`src/design/lru_table_watermark_eviction_core_assert.svh`:
```
// Assertion macros for the LRU slot table with watermark eviction.
`ifndef LRU_TABLE_WATERMARK_EVICTION_CORE_ASSERT_SVH
`define LRU_TABLE_WATERMARK_EVICTION_CORE_ASSERT_SVH

// A holds at this edge, so B holds at the same edge.
`ifndef SYNTH
`define LTWE_ASSERT_SAME(label, clk, rst, a, b) \
   label: assert property (@(posedge clk) disable iff (rst) (a) |-> (b)) \
      else $error("ltwe: same-cycle check failed");
`else
`define LTWE_ASSERT_SAME(label, clk, rst, a, b)
`endif

// A holds at this edge, so B holds at the next edge.
`ifndef SYNTH
`define LTWE_ASSERT_NEXT(label, clk, rst, a, b) \
   label: assert property (@(posedge clk) disable iff (rst) (a) |=> (b)) \
      else $error("ltwe: next-cycle check failed");
`else
`define LTWE_ASSERT_NEXT(label, clk, rst, a, b)
`endif

`endif

```
`src/design/ltwe_pkg.sv`:
```
// Shared constants, codes and control structs of the LRU slot table.
`default_nettype none

package ltwe_pkg;

   localparam int SLOTS   = 32;
   localparam int SLOT_W  = $clog2(SLOTS);
   localparam int COUNT_W = $clog2(SLOTS + 1);

   localparam int OP_W    = 2;
   localparam int TILE_W  = 5;
   localparam int NOW_W   = 32;
   localparam int OCC_W   = 6;
   localparam int WM_W    = 10;
   localparam int ADDR_W  = 3;
   localparam int DATA_W  = 32;

   localparam logic [WM_W-1:0] HIGH_WM_RESET = 10'd512;
   localparam logic [WM_W-1:0] LOW_WM_RESET  = 10'd256;

   // register select: byte address bit 2
   localparam logic REG_HIGH_WM = 1'b0;
   localparam logic REG_LOW_WM  = 1'b1;

   typedef enum logic [OP_W-1:0] {
      OP_USE    = 2'd0,
      OP_REMOVE = 2'd1,
      OP_CHECK  = 2'd2,
      OP_CLEAR  = 2'd3
   } op_type;

   typedef struct packed {
      logic load_item;
      logic apply;
      logic scan_issue;
      logic scan_first;
      logic evict;
      logic emit_status;
   } dp_cmd_type;

   typedef struct packed {
      logic evict_go;
      logic more;
      logic scan_last;
      logic out_free;
   } dp_status_type;

endpackage

`default_nettype wire

```
`src/design/lru_table_watermark_eviction_core.sv`:
```
// Top level of the LRU slot table with high/low watermark eviction.
`default_nettype none

// LRU slot table with watermark eviction. Each of SLOTS slots keeps a present
// bit and a 32-bit last-use stamp in a single-port-read stamp memory. Every
// request word yields zero or more eviction words followed by one status word
// with last set. A remove, a clear, or a use or check that evicts nothing, is
// accepted, then applied with its status word loaded in the same cycle; when
// the result register is still full the status waits for it. When a check or
// use with evict-after evicts slots, each victim needs one full pass over the
// stamp memory, one slot read per cycle, then the finish state drains the
// compare and the evict state retires the victim. A new request is taken only
// once the previous one has loaded its status word; that word may still be
// waiting on rsp_ready. The stamp memory needs no clearing pass after reset.
// Registers: 0x0 high watermark (reset 512), 0x4 low watermark (reset 256).

module lru_table_watermark_eviction_core
   import ltwe_pkg::*;
(
   input  wire logic              clock,
   input  wire logic              reset,
   input  wire logic              req_valid,
   output logic                   req_ready,
   input  wire logic [OP_W-1:0]   req_op,
   input  wire logic [TILE_W-1:0] req_tile,
   input  wire logic              req_tile_inited,
   input  wire logic [NOW_W-1:0]  req_now,
   input  wire logic              req_evict_after,
   output logic                   rsp_valid,
   input  wire logic              rsp_ready,
   output logic [TILE_W-1:0]      rsp_victim,
   output logic                   rsp_evicted,
   output logic [OCC_W-1:0]       rsp_occupancy,
   output logic                   rsp_last,
   input  wire logic              csr_psel,
   input  wire logic              csr_penable,
   input  wire logic              csr_pwrite,
   input  wire logic [ADDR_W-1:0] csr_paddr,
   input  wire logic [DATA_W-1:0] csr_pwdata,
   output logic [DATA_W-1:0]      csr_prdata,
   output logic                   csr_pready
);

`include "lru_table_watermark_eviction_core_assert.svh"

   logic [WM_W-1:0] high_wm_ff, high_wm_in;
   logic [WM_W-1:0] low_wm_ff, low_wm_in;
   logic            csr_wr;
   dp_cmd_type      cmd;
   dp_status_type   st;

   assign csr_pready = 1'b1;
   assign csr_wr     = csr_psel && csr_penable && csr_pwrite && csr_pready;

   always_comb begin
      high_wm_in = high_wm_ff;
      low_wm_in  = low_wm_ff;
      csr_prdata = '0;
      unique case (csr_paddr[2])
         REG_HIGH_WM: begin
            if (csr_wr) begin
               high_wm_in = csr_pwdata[WM_W-1:0];
            end
            csr_prdata = DATA_W'(high_wm_ff);
         end
         REG_LOW_WM: begin
            if (csr_wr) begin
               low_wm_in = csr_pwdata[WM_W-1:0];
            end
            csr_prdata = DATA_W'(low_wm_ff);
         end
         default: begin
            csr_prdata = '0;
         end
      endcase
   end

   always_ff @(posedge clock) begin
      if (reset) begin
         high_wm_ff <= HIGH_WM_RESET;
         low_wm_ff  <= LOW_WM_RESET;
      end else begin
         high_wm_ff <= high_wm_in;
         low_wm_ff  <= low_wm_in;
      end
   end

   ltwe_ctrl u_ctrl (
      .clock     (clock),
      .reset     (reset),
      .req_valid (req_valid),
      .req_ready (req_ready),
      .st        (st),
      .cmd       (cmd)
   );

   ltwe_dp u_dp (
      .clock           (clock),
      .reset           (reset),
      .cmd             (cmd),
      .st              (st),
      .high_wm         (high_wm_ff),
      .low_wm          (low_wm_ff),
      .req_op          (req_op),
      .req_tile        (req_tile),
      .req_tile_inited (req_tile_inited),
      .req_now         (req_now),
      .req_evict_after (req_evict_after),
      .rsp_valid       (rsp_valid),
      .rsp_ready       (rsp_ready),
      .rsp_victim      (rsp_victim),
      .rsp_evicted     (rsp_evicted),
      .rsp_occupancy   (rsp_occupancy),
      .rsp_last        (rsp_last)
   );

   // one request word in flight: no accept in the cycle after an accept
   `LTWE_ASSERT_NEXT(a_one_in_flight, clock, reset, req_valid && req_ready, !req_ready)
   // an eviction word is never the closing word
   `LTWE_ASSERT_SAME(a_evict_not_last, clock, reset, rsp_valid && rsp_evicted, !rsp_last)
   // occupancy never exceeds the slot count
   `LTWE_ASSERT_SAME(a_occ_bound, clock, reset, rsp_valid, rsp_occupancy <= OCC_W'(SLOTS))

endmodule

`default_nettype wire

```
`src/design/ltwe_ctrl.sv`:
```
// Sequencer for apply, stamp scan, eviction and status words.
`default_nettype none

module ltwe_ctrl
   import ltwe_pkg::*;
(
   input  wire logic          clock,
   input  wire logic          reset,
   input  wire logic          req_valid,
   output logic               req_ready,
   input  wire dp_status_type st,
   output dp_cmd_type         cmd
);

   typedef enum logic [2:0] {
      S_IDLE,
      S_APPLY,
      S_SCAN0,
      S_SCAN,
      S_FINISH,
      S_EVICT,
      S_STATUS
   } state_type;

   state_type state_ff, state_in;

   assign req_ready = (state_ff == S_IDLE);

   always_comb begin
      state_in = state_ff;
      cmd      = '0;
      unique case (state_ff)
         S_IDLE: begin
            if (req_valid) begin
               cmd.load_item = 1'b1;
               state_in      = S_APPLY;
            end
         end
         S_APPLY: begin
            cmd.apply = 1'b1;
            if (st.evict_go) begin
               state_in = S_SCAN0;
            end else if (st.out_free) begin
               cmd.emit_status = 1'b1;
               state_in        = S_IDLE;
            end else begin
               state_in = S_STATUS;
            end
         end
         S_SCAN0: begin
            cmd.scan_issue = 1'b1;
            cmd.scan_first = 1'b1;
            state_in       = S_SCAN;
         end
         S_SCAN: begin
            cmd.scan_issue = 1'b1;
            if (st.scan_last) begin
               state_in = S_FINISH;
            end
         end
         // let the last stamp read reach the compare
         S_FINISH: begin
            state_in = S_EVICT;
         end
         S_EVICT: begin
            if (st.out_free) begin
               cmd.evict = 1'b1;
               state_in  = st.more ? S_SCAN0 : S_STATUS;
            end
         end
         S_STATUS: begin
            if (st.out_free) begin
               cmd.emit_status = 1'b1;
               state_in        = S_IDLE;
            end
         end
         default: begin
            state_in = S_IDLE;
         end
      endcase
   end

   always_ff @(posedge clock) begin
      if (reset) begin
         state_ff <= S_IDLE;
      end else begin
         state_ff <= state_in;
      end
   end

endmodule

`default_nettype wire

```
`src/design/ltwe_dp.sv`:
```
// Slot table datapath: present bits, stamp memory, minimum scan and result register.
`default_nettype none

module ltwe_dp
   import ltwe_pkg::*;
(
   input  wire logic              clock,
   input  wire logic              reset,
   input  wire dp_cmd_type        cmd,
   output dp_status_type          st,
   input  wire logic [WM_W-1:0]   high_wm,
   input  wire logic [WM_W-1:0]   low_wm,
   input  wire logic [OP_W-1:0]   req_op,
   input  wire logic [TILE_W-1:0] req_tile,
   input  wire logic              req_tile_inited,
   input  wire logic [NOW_W-1:0]  req_now,
   input  wire logic              req_evict_after,
   output logic                   rsp_valid,
   input  wire logic              rsp_ready,
   output logic [TILE_W-1:0]      rsp_victim,
   output logic                   rsp_evicted,
   output logic [OCC_W-1:0]       rsp_occupancy,
   output logic                   rsp_last
);

   // held input word
   op_type              op_ff;
   logic [TILE_W-1:0]   tile_ff;
   logic                inited_ff;
   logic [NOW_W-1:0]    now_ff;
   logic                evict_after_ff;

   // table state
   logic [SLOTS-1:0]    present_ff, present_in;
   logic [COUNT_W-1:0]  count_ff, count_in;
   logic [NOW_W-1:0]    stamp_mem [SLOTS];
   logic                mem_we;

   // scan
   logic [SLOT_W-1:0]   scan_idx_ff, scan_idx_in;
   logic [SLOT_W-1:0]   rd_addr;
   logic [NOW_W-1:0]    stamp_rd_ff;
   logic                cmp_valid_ff;
   logic [SLOT_W-1:0]   cmp_idx_ff;
   logic                best_valid_ff;
   logic [SLOT_W-1:0]   best_idx_ff;
   logic [NOW_W-1:0]    best_stamp_ff;
   logic                take;

   // result register
   logic                rsp_valid_ff, rsp_valid_in;
   logic [TILE_W-1:0]   victim_ff;
   logic                evicted_ff;
   logic [OCC_W-1:0]    occ_ff;
   logic                last_ff;
   logic                rsp_load;

   logic [SLOT_W-1:0]   tile_idx;
   logic                tile_ok;
   logic                check_req;
   logic [WM_W-1:0]     target;
   logic [WM_W-1:0]     count_wide;

   assign tile_idx  = SLOT_W'(tile_ff);
   assign tile_ok   = (7'(tile_ff) < 7'(SLOTS));
   assign check_req = ((op_ff == OP_USE) && evict_after_ff) || (op_ff == OP_CHECK);
   assign target    = (low_wm < high_wm) ? low_wm : high_wm;

   // table update for the apply and evict steps
   always_comb begin
      present_in = present_ff;
      count_in   = count_ff;
      mem_we     = 1'b0;
      if (cmd.apply) begin
         case (op_ff)
            OP_USE: begin
               if (inited_ff && tile_ok) begin
                  mem_we = 1'b1;
                  if (!present_ff[tile_idx]) begin
                     present_in[tile_idx] = 1'b1;
                     count_in             = COUNT_W'(count_ff + 1'b1);
                  end
               end
            end
            OP_REMOVE: begin
               if (tile_ok && present_ff[tile_idx]) begin
                  present_in[tile_idx] = 1'b0;
                  count_in             = COUNT_W'(count_ff - 1'b1);
               end
            end
            OP_CHECK: begin
               count_in = count_ff;
            end
            OP_CLEAR: begin
               present_in = '0;
               count_in   = '0;
            end
            default: begin
               count_in = count_ff;
            end
         endcase
      end else if (cmd.evict) begin
         present_in[best_idx_ff] = 1'b0;
         count_in                = COUNT_W'(count_ff - 1'b1);
      end
   end

   assign count_wide = WM_W'(count_in);

   always_comb begin
      st.evict_go  = check_req && (high_wm != '0) && (count_wide > high_wm);
      st.more      = (count_wide > target);
      st.scan_last = (rd_addr == SLOT_W'(SLOTS - 1));
      st.out_free  = !rsp_valid_ff || rsp_ready;
   end

   // scan address: restart at slot 0 on the first issue
   assign rd_addr     = cmd.scan_first ? '0 : scan_idx_ff;
   assign scan_idx_in = SLOT_W'(rd_addr + 1'b1);

   // strict less-than keeps the lowest index on equal stamps
   assign take = cmp_valid_ff && present_ff[cmp_idx_ff]
                 && (!best_valid_ff || (stamp_rd_ff < best_stamp_ff));

   always_ff @(posedge clock) begin
      if (mem_we) begin
         stamp_mem[tile_idx] <= now_ff;
      end
      stamp_rd_ff <= stamp_mem[rd_addr];
   end

   always_ff @(posedge clock) begin
      if (cmd.load_item) begin
         op_ff          <= op_type'(req_op);
         tile_ff        <= req_tile;
         inited_ff      <= req_tile_inited;
         now_ff         <= req_now;
         evict_after_ff <= req_evict_after;
      end
      if (cmd.scan_issue) begin
         scan_idx_ff <= scan_idx_in;
      end
      cmp_idx_ff <= rd_addr;
      if (take) begin
         best_idx_ff   <= cmp_idx_ff;
         best_stamp_ff <= stamp_rd_ff;
      end
      if (rsp_load) begin
         victim_ff  <= cmd.evict ? TILE_W'(best_idx_ff) : '0;
         evicted_ff <= cmd.evict;
         occ_ff     <= OCC_W'(count_in);
         last_ff    <= cmd.emit_status;
      end
   end

   assign rsp_load     = cmd.evict || cmd.emit_status;
   assign rsp_valid_in = rsp_load ? 1'b1 : (rsp_ready ? 1'b0 : rsp_valid_ff);

   always_ff @(posedge clock) begin
      if (reset) begin
         present_ff    <= '0;
         count_ff      <= '0;
         cmp_valid_ff  <= 1'b0;
         best_valid_ff <= 1'b0;
         rsp_valid_ff  <= 1'b0;
      end else begin
         present_ff   <= present_in;
         count_ff     <= count_in;
         cmp_valid_ff <= cmd.scan_issue;
         if (cmd.scan_first) begin
            best_valid_ff <= 1'b0;
         end else if (take) begin
            best_valid_ff <= 1'b1;
         end
         rsp_valid_ff <= rsp_valid_in;
      end
   end

   assign rsp_valid     = rsp_valid_ff;
   assign rsp_victim    = victim_ff;
   assign rsp_evicted   = evicted_ff;
   assign rsp_occupancy = occ_ff;
   assign rsp_last      = last_ff;

endmodule

`default_nettype wire

```
`config.mk`:
```
export PLATFORM = sky130hd
export DESIGN_NAME = lru_table_watermark_eviction_core
export DESIGN_NICKNAME = d
export VERILOG_FILES = /design/src/design/ltwe_pkg.sv /design/src/design/lru_table_watermark_eviction_core.sv /design/src/design/ltwe_ctrl.sv /design/src/design/ltwe_dp.sv
export VERILOG_INCLUDE_DIRS = /design/src /design/src/design
export SDC_FILE = /design/constraint.sdc
export NUM_CORES = 2
export LEC_CHECK = 0
export ABC_AREA = 1
export BUFFER_PORTS_ARGS = -buffer_cell sky130_fd_sc_hd__buf_2
export CORE_MARGIN = 2
export CORE_UTILIZATION = 65
export CTS_BUF_LIST = sky130_fd_sc_hd__clkbuf_4
export CTS_CLUSTER_SIZE = 16
export DETAILED_ROUTE_END_ITERATION = 10
export PLACE_DENSITY = 0.83
export SLEW_MARGIN = 30
export SYNTH_ARGS = -nofsm -noshare
export SYNTH_HDL_FRONTEND = slang
export SYNTH_SLANG_ARGS = --single-unit
```
`constraint.sdc`:
```
create_clock -name clock -period 6.22 [get_ports clock]
set_clock_uncertainty 0.05 [all_clocks]
set_input_delay 1.866 -clock clock [delete_from_list [all_inputs] [get_ports clock]]
set_output_delay 1.866 -clock clock [all_outputs]
set_load 0.01 [all_outputs]
```
---- Yosys cells after proc, flatten, opt, wreduce, memory -nomap -nowiden ----
Memory sizes are Yosys's and may differ from the RTL's. A register that Yosys moved wholly into a read port is not among the register bits.
Index checks and enable logic that the tools add are counted.
operators by class
  $add $sub $neg .......................... 3
  $lt $le $gt $ge ......................... 9
  eq/ne operators ......................... 18
  multiplexer cells ....................... 47
  bitwise operators ....................... 6
  reductions and logical operators ........ 26
operator list
  cell                                                                                  count
  32-bit two-way mux                                                                    5
  32-bit case mux with 3 select lines                                                   1
  32-bit AND                                                                            2
  32-bit NOT                                                                            2
  32-bit case mux with 2 select lines                                                   1
  32-bit < comparator                                                                   1
  32-bit OR                                                                             1
  6-bit two-way mux                                                                     5
  6-bit case mux with 4 select lines                                                    1
  3-bit two-way mux                                                                     7
  3-bit case mux with 7 select lines                                                    1
  6-bit by 10-bit greater-than comparator with 1-bit output                             2
  1-bit two-way mux                                                                     19
  5-bit by 6-bit < comparator with 1-bit output (second input constant)                 3
  1-bit binary-select mux with 5-bit select                                             2
  1-bit demux with 5-bit select                                                         2
  5-bit by 1-bit greater-or-equal comparator with 1-bit output (second input constant)  2
  10-bit < comparator                                                                   1
  10-bit two-way mux                                                                    1
  10-bit nonzero test                                                                   1
  3-bit equality test (second input constant)                                           3
  1-bit logical AND                                                                     9
  2-bit != test (second input constant)                                                 4
  6-bit by 1-bit adder with 6-bit output (second input constant)                        1
  22 further kinds                                                                      32
word-level totals
  register bits after elaboration ......... 165
  memory bits (writable) .................. 1024
  input port bits ......................... 83
  output and inout port bits .............. 48
  memories kept ........................... 1
memories
  name            depth  bits a word  rd ports  clocked after Yosys merged registers in  wr ports  RTL line       source
  u_dp.stamp_mem  32     32           1         1                                        1         ltwe_dp.sv:36  logic [NOW_W-1:0] stamp_mem [SLOTS];

---- Logic depth before layout (Yosys ltp) ----
  depth in word-level cells ............... 12
  mapped depth ............................ 28

---- Hierarchy ----
From an unflattened synthesis, not the netlist that was laid out.
second synthesis, totals
  cell total of the unflattened synthesis .. 4097
  area, all modules ....................... 49915.4 um^2
by module, submodules not included
  module                             instances  cells each  area an instance (um^2)  seq. area each (um^2)
  ltwe_dp                            1          3862        48472.7                  35193.8
  lru_table_watermark_eviction_core  1          178         1144.8                   400.4
  ltwe_ctrl                          1          57          297.8                    60.1

---- Least setup slack after synthesis ----
Ideal clock, no wire load.
  path kind ............................... input to output
  start point ............................. in csr_paddr[2]
  end point ............................... out csr_prdata[1]
  data arrival time ....................... 2.565 ns
  slack ................................... 1.739 ns
  stages on the path ...................... 4
  buffers on the path ..................... 2
  path through ............................ clkbuf_1 > clkbuf_1 > nand2_1 > o21ai_0
between the ends
  cells in the longest elaborated chain, start to end .. 2
RTL lines
  element                                  RTL line                                 source
  from (decl)                              lru_table_watermark_eviction_core.sv:38  input wire logic [ADDR_W-1:0] csr_paddr,
  1-bit NOT (no line)                      n/a
  32-bit case mux with 2 select lines (*)  lru_table_watermark_eviction_core.sv:59  unique case (csr_paddr[2])
  to (decl)                                lru_table_watermark_eviction_core.sv:40  output logic [DATA_W-1:0] csr_prdata,
Every way passes the cells marked *; elsewhere a longest branch is shown, timed or not. The select of a mux whose other input is x is not followed.

==> summary.md <==
| Metric | Value |
|---|---|
| Vias | 36000 |
| CORE AREA | 75900 sq um |
| Global-route wire length before repair | 199 mm |
| Leakage | 18.9 nW |
| R2R depth | 21 |
| CTS root buf | clkbuf_4 |
| Count of cell types in the netlist | 44 |
| Synthesized cell area | 49900 sq um |
| Wl on met1 | 46.8 mm |
| Routed wire length | 135 mm |
| Horiz. Die Dim | 281 microns |
| Final TNS setup | 0 ns |
| Final HPWL DP | 69.8 mm |
| Final nets | 4485 |
| Met3 WL | 17.3 mm |
| Post-CTS sizing | 0 |
| Cells after Synth | 4126 |
| Final setup violation count | 0 |
| Post-DR wirelength/cell | 24.2 microns |
| Initial core utilization | 0.656 |
| Status | complete, no violations |
| Placed cell area | 51300 sq um |
| Post-synth EDFFs | 1120 |
| Yosys Warn Count | 0 |
| Max Freq | 0.210 GHz |
| Layout cell share with drive strength beyond 1 | 0.154 |
| Post-route minimum period | 4.76 ns |
| Final Hold Vio Count | 0 |
| Vias per inst | 6.44 |
| DRT antenna net count | 0 |
| Clock Pin Slew Worst Setup and Hold Paths | 0.07 ns |
| R2r startpoint | u_dp.tile_ff[0] |
| Layout Cell Area excl Fill | 55400 sq um |
| CTS buffer count | 310 |
| Initial antenna violation count | 7 |
| Pre-antenna DRT Iters | 9 |
| Hold-fix buffers, CTS | 0 |
| Min-Delay Path Class | reg -> reg |
| Clock sink total | 1221 |
| H-tree depth | 5 |
| Fillers | 4693 |
| WL met2 | 63.8 mm |
| Top layer in use | met5 |
| Worst-Margin Slew | 1.07 ns |
| Die ar. | 78900 sq um |
| Crit. Startpoint | u_dp.tile_ff[0] |
| Max Cap Violations | 0 |
| Post-synth top area cell | edfxtp_1 |
| I/O Buffers | 83 |
| Synth top cells by count | 1120 x edfxtp_1, 703 x nor2_1, 697 x o21ai_0, 329 x nand2_1, 209 x clkbuf_1 |
| Num rows | 101 |
| Post-synth top flop | edfxtp_1 |
| Reg2reg setup slack | 1.46 ns |
| Sequential area share after synthesis | 0.715 |
| Overflow after GRT | 0 |
| Worst setup path endpoint | u_dp.rsp_victim[3] |
| Kind of critical path | reg -> reg |
| Largest net degree at the start of global routing | 203 |
| Post-synth ARST share | 0 |
| Clk_lat worst skew | 1.17 ns |
| CP Launch Type | flop |
| Worst Path Required | 6.93 ns |
| Drc violations | 0 |
| Most numerous cell in the Yosys netlist | edfxtp_1 |
| Syn_area_per_cell | 12.1 sq um |
| Synth top area cells | edfxtp_1 67%, o21ai_0 7.0%, nor2_1 5.3%, dfxtp_1 4.1%, nand2_1 2.5% |
| Final worst path period share | 0.765 |
| Setup Buffers After CTS | 0 |
| Share of the synthesized area in the top cell type | 0.675 |
| DR iter-0 viols | 5466 |
| Die span in y | 281 microns |
| RD Place Congestion | 1.00 |
| Aggregate global-route resource usage | 0.340 |
| Longest Clk Path Bufs | 4 |
| Max_slew headroom | 0.282 |
| Crit. End Element | flop |
| Area delta synth->final | 11.0% |
| Total I/O pin count | 131 |
| Post-synthesis register bit count | 1221 |
| Power Dens Cells | 383 nW/um^2 |
| Worst vdd ir | 280 uV |
| TritonCTS clock tree | yes |
| RSZ-0062 raised after global routing | no |
| Vias in the first global route | 34800 |
| Critical-path maximum fanout | 24 |
| CP Data Arrival Time | 5.46 ns |
| Reg-to-reg endpoint | u_dp.rsp_victim[3] |
| Final slew viol count | 0 |
==> placed cells by master, fill, tap and decap left out, types with 13 or more instances in the layout <==
master    instances
a211oi_1         22
a21oi_1         142
buf_2            83
buf_4            58
clkbuf_4        458
clkinv_1         55
conb_1           23
dfxtp_1         101
edfxtp_1       1120
ha_1             60
inv_1           151
nand2_1         325
nand3_1          65
nand4_1          13
nor2_1          670
nor2_4           36
nor3_1           18
o211ai_1         74
o21ai_0         697
o21ai_1          27
o221ai_1         70
o22ai_1         192
==> worst min-delay path by stage <==
stage	from	to	slack [ns]	cells past startpoint
4_1_cts	u_dp.stamp_rd_ff[21]	u_dp.best_stamp_ff[21]	0.36	0
6_report	u_dp.stamp_rd_ff[21]	u_dp.best_stamp_ff[21]	0.36	0
5_1_grt	u_dp.stamp_rd_ff[21]	u_dp.best_stamp_ff[21]	0.36	0
2_1_floorplan	u_dp.stamp_rd_ff[0]	u_dp.best_stamp_ff[0]	0.35	0
3_3_place_gp	u_dp.stamp_rd_ff[0]	u_dp.best_stamp_ff[0]	0.36	0
3_5_place_dp	u_dp.cmp_idx_ff[3]	u_dp.best_idx_ff[3]	0.37	0
==> state kept, by name, indices dropped and copies added, names as in the netlist, 6 cells and up <==
| signal | cells |
|---|---|
| u_dp.stamp_mem | 1024 |
| u_dp.best_stamp_ff | 32 |
| u_dp.now_ff | 32 |
| u_dp.present_ff | 32 |
| u_dp.stamp_rd_ff | 32 |
| high_wm_ff | 10 |
| low_wm_ff | 10 |
| u_dp.count_ff | 6 |
| u_dp.rsp_occupancy | 6 |
==> metrics by stage <==
stage	hold WS [ns]	cells	power [mW]	utilization	setup WS (ns)
finish	0.362	5591	21.2	0.729	1.46
global route	0.363	5590	22.1	0.729	1.20
CTS	0.362	5570	21.1	0.726	1.61
detailed placement	0.365	5045	14.6	0.676	1.02
global placement	0.362	5045	14.4	0.676	1.07
floorplan	0.353	4147	13.1	-	1.74
==> final cells by class <==
class	instances	area, sq um	area share
clock inverters	67	324	0.00585
well taps	1030	1290	0.0233
diodes	6	15.0	0.000271
inverters	162	623	0.0113
repair buffers	166	1260	0.0228
multi-input cells	2481	12700	0.230
flip-flops and latches	1221	35700	0.644
clock buffers	458	3440	0.0621
==> critical path, cell delays in order (launching register included) <==
cell      delay [ns]
edfxtp_1        0.91
inv_2           0.31
nand2_1         0.12
nand2_1         0.06
nand2_1         0.06
nand2_1         0.06
nand2_1         0.08
nand2_1         0.09
nor2_4          0.26
nand2_4         0.20
nor2_2          0.15
nand3_1         0.08
nand3_1         0.07
nand3_1         0.25
ha_1            0.38
a21o_1          0.16
a21oi_1         0.11
a21oi_1         0.08
o21bai_1        0.26
nand3_1         0.13
o21ai_0         0.12
or2_2           0.37
==> routing by layer <==
| metal | global-route usage | vias up |
|---|---|---|
| met1 | 0.437 | 17000 |
| met3 | 0.0725 | 504 |
| met2 | 0.534 | 2841 |
| li1 | - | 15700 |
| met5 | 0 | - |
| met4 | 0.213 | 4 |
==> power breakdown <==
group          internal, mW  switching, mW  leakage, nW  total [mW]
Sequential             9.51          0.382         10.9        9.90
Combinational          1.34           3.40         5.72        4.75
Clock                  3.44           3.14         2.27        6.58
Total                  14.3           6.92         18.9        21.2
==> kinds of logic after synthesis <==
logic type / share of synthesized area
fa+ha+maj: 0.0151
other cells: 0.000151
compound gates: 0.141
buf+inv: 0.0367
simple gates: 0.0905
xor+xnor: 0.00158
flops: 0.715
Power figures use the tool's default switching activity.
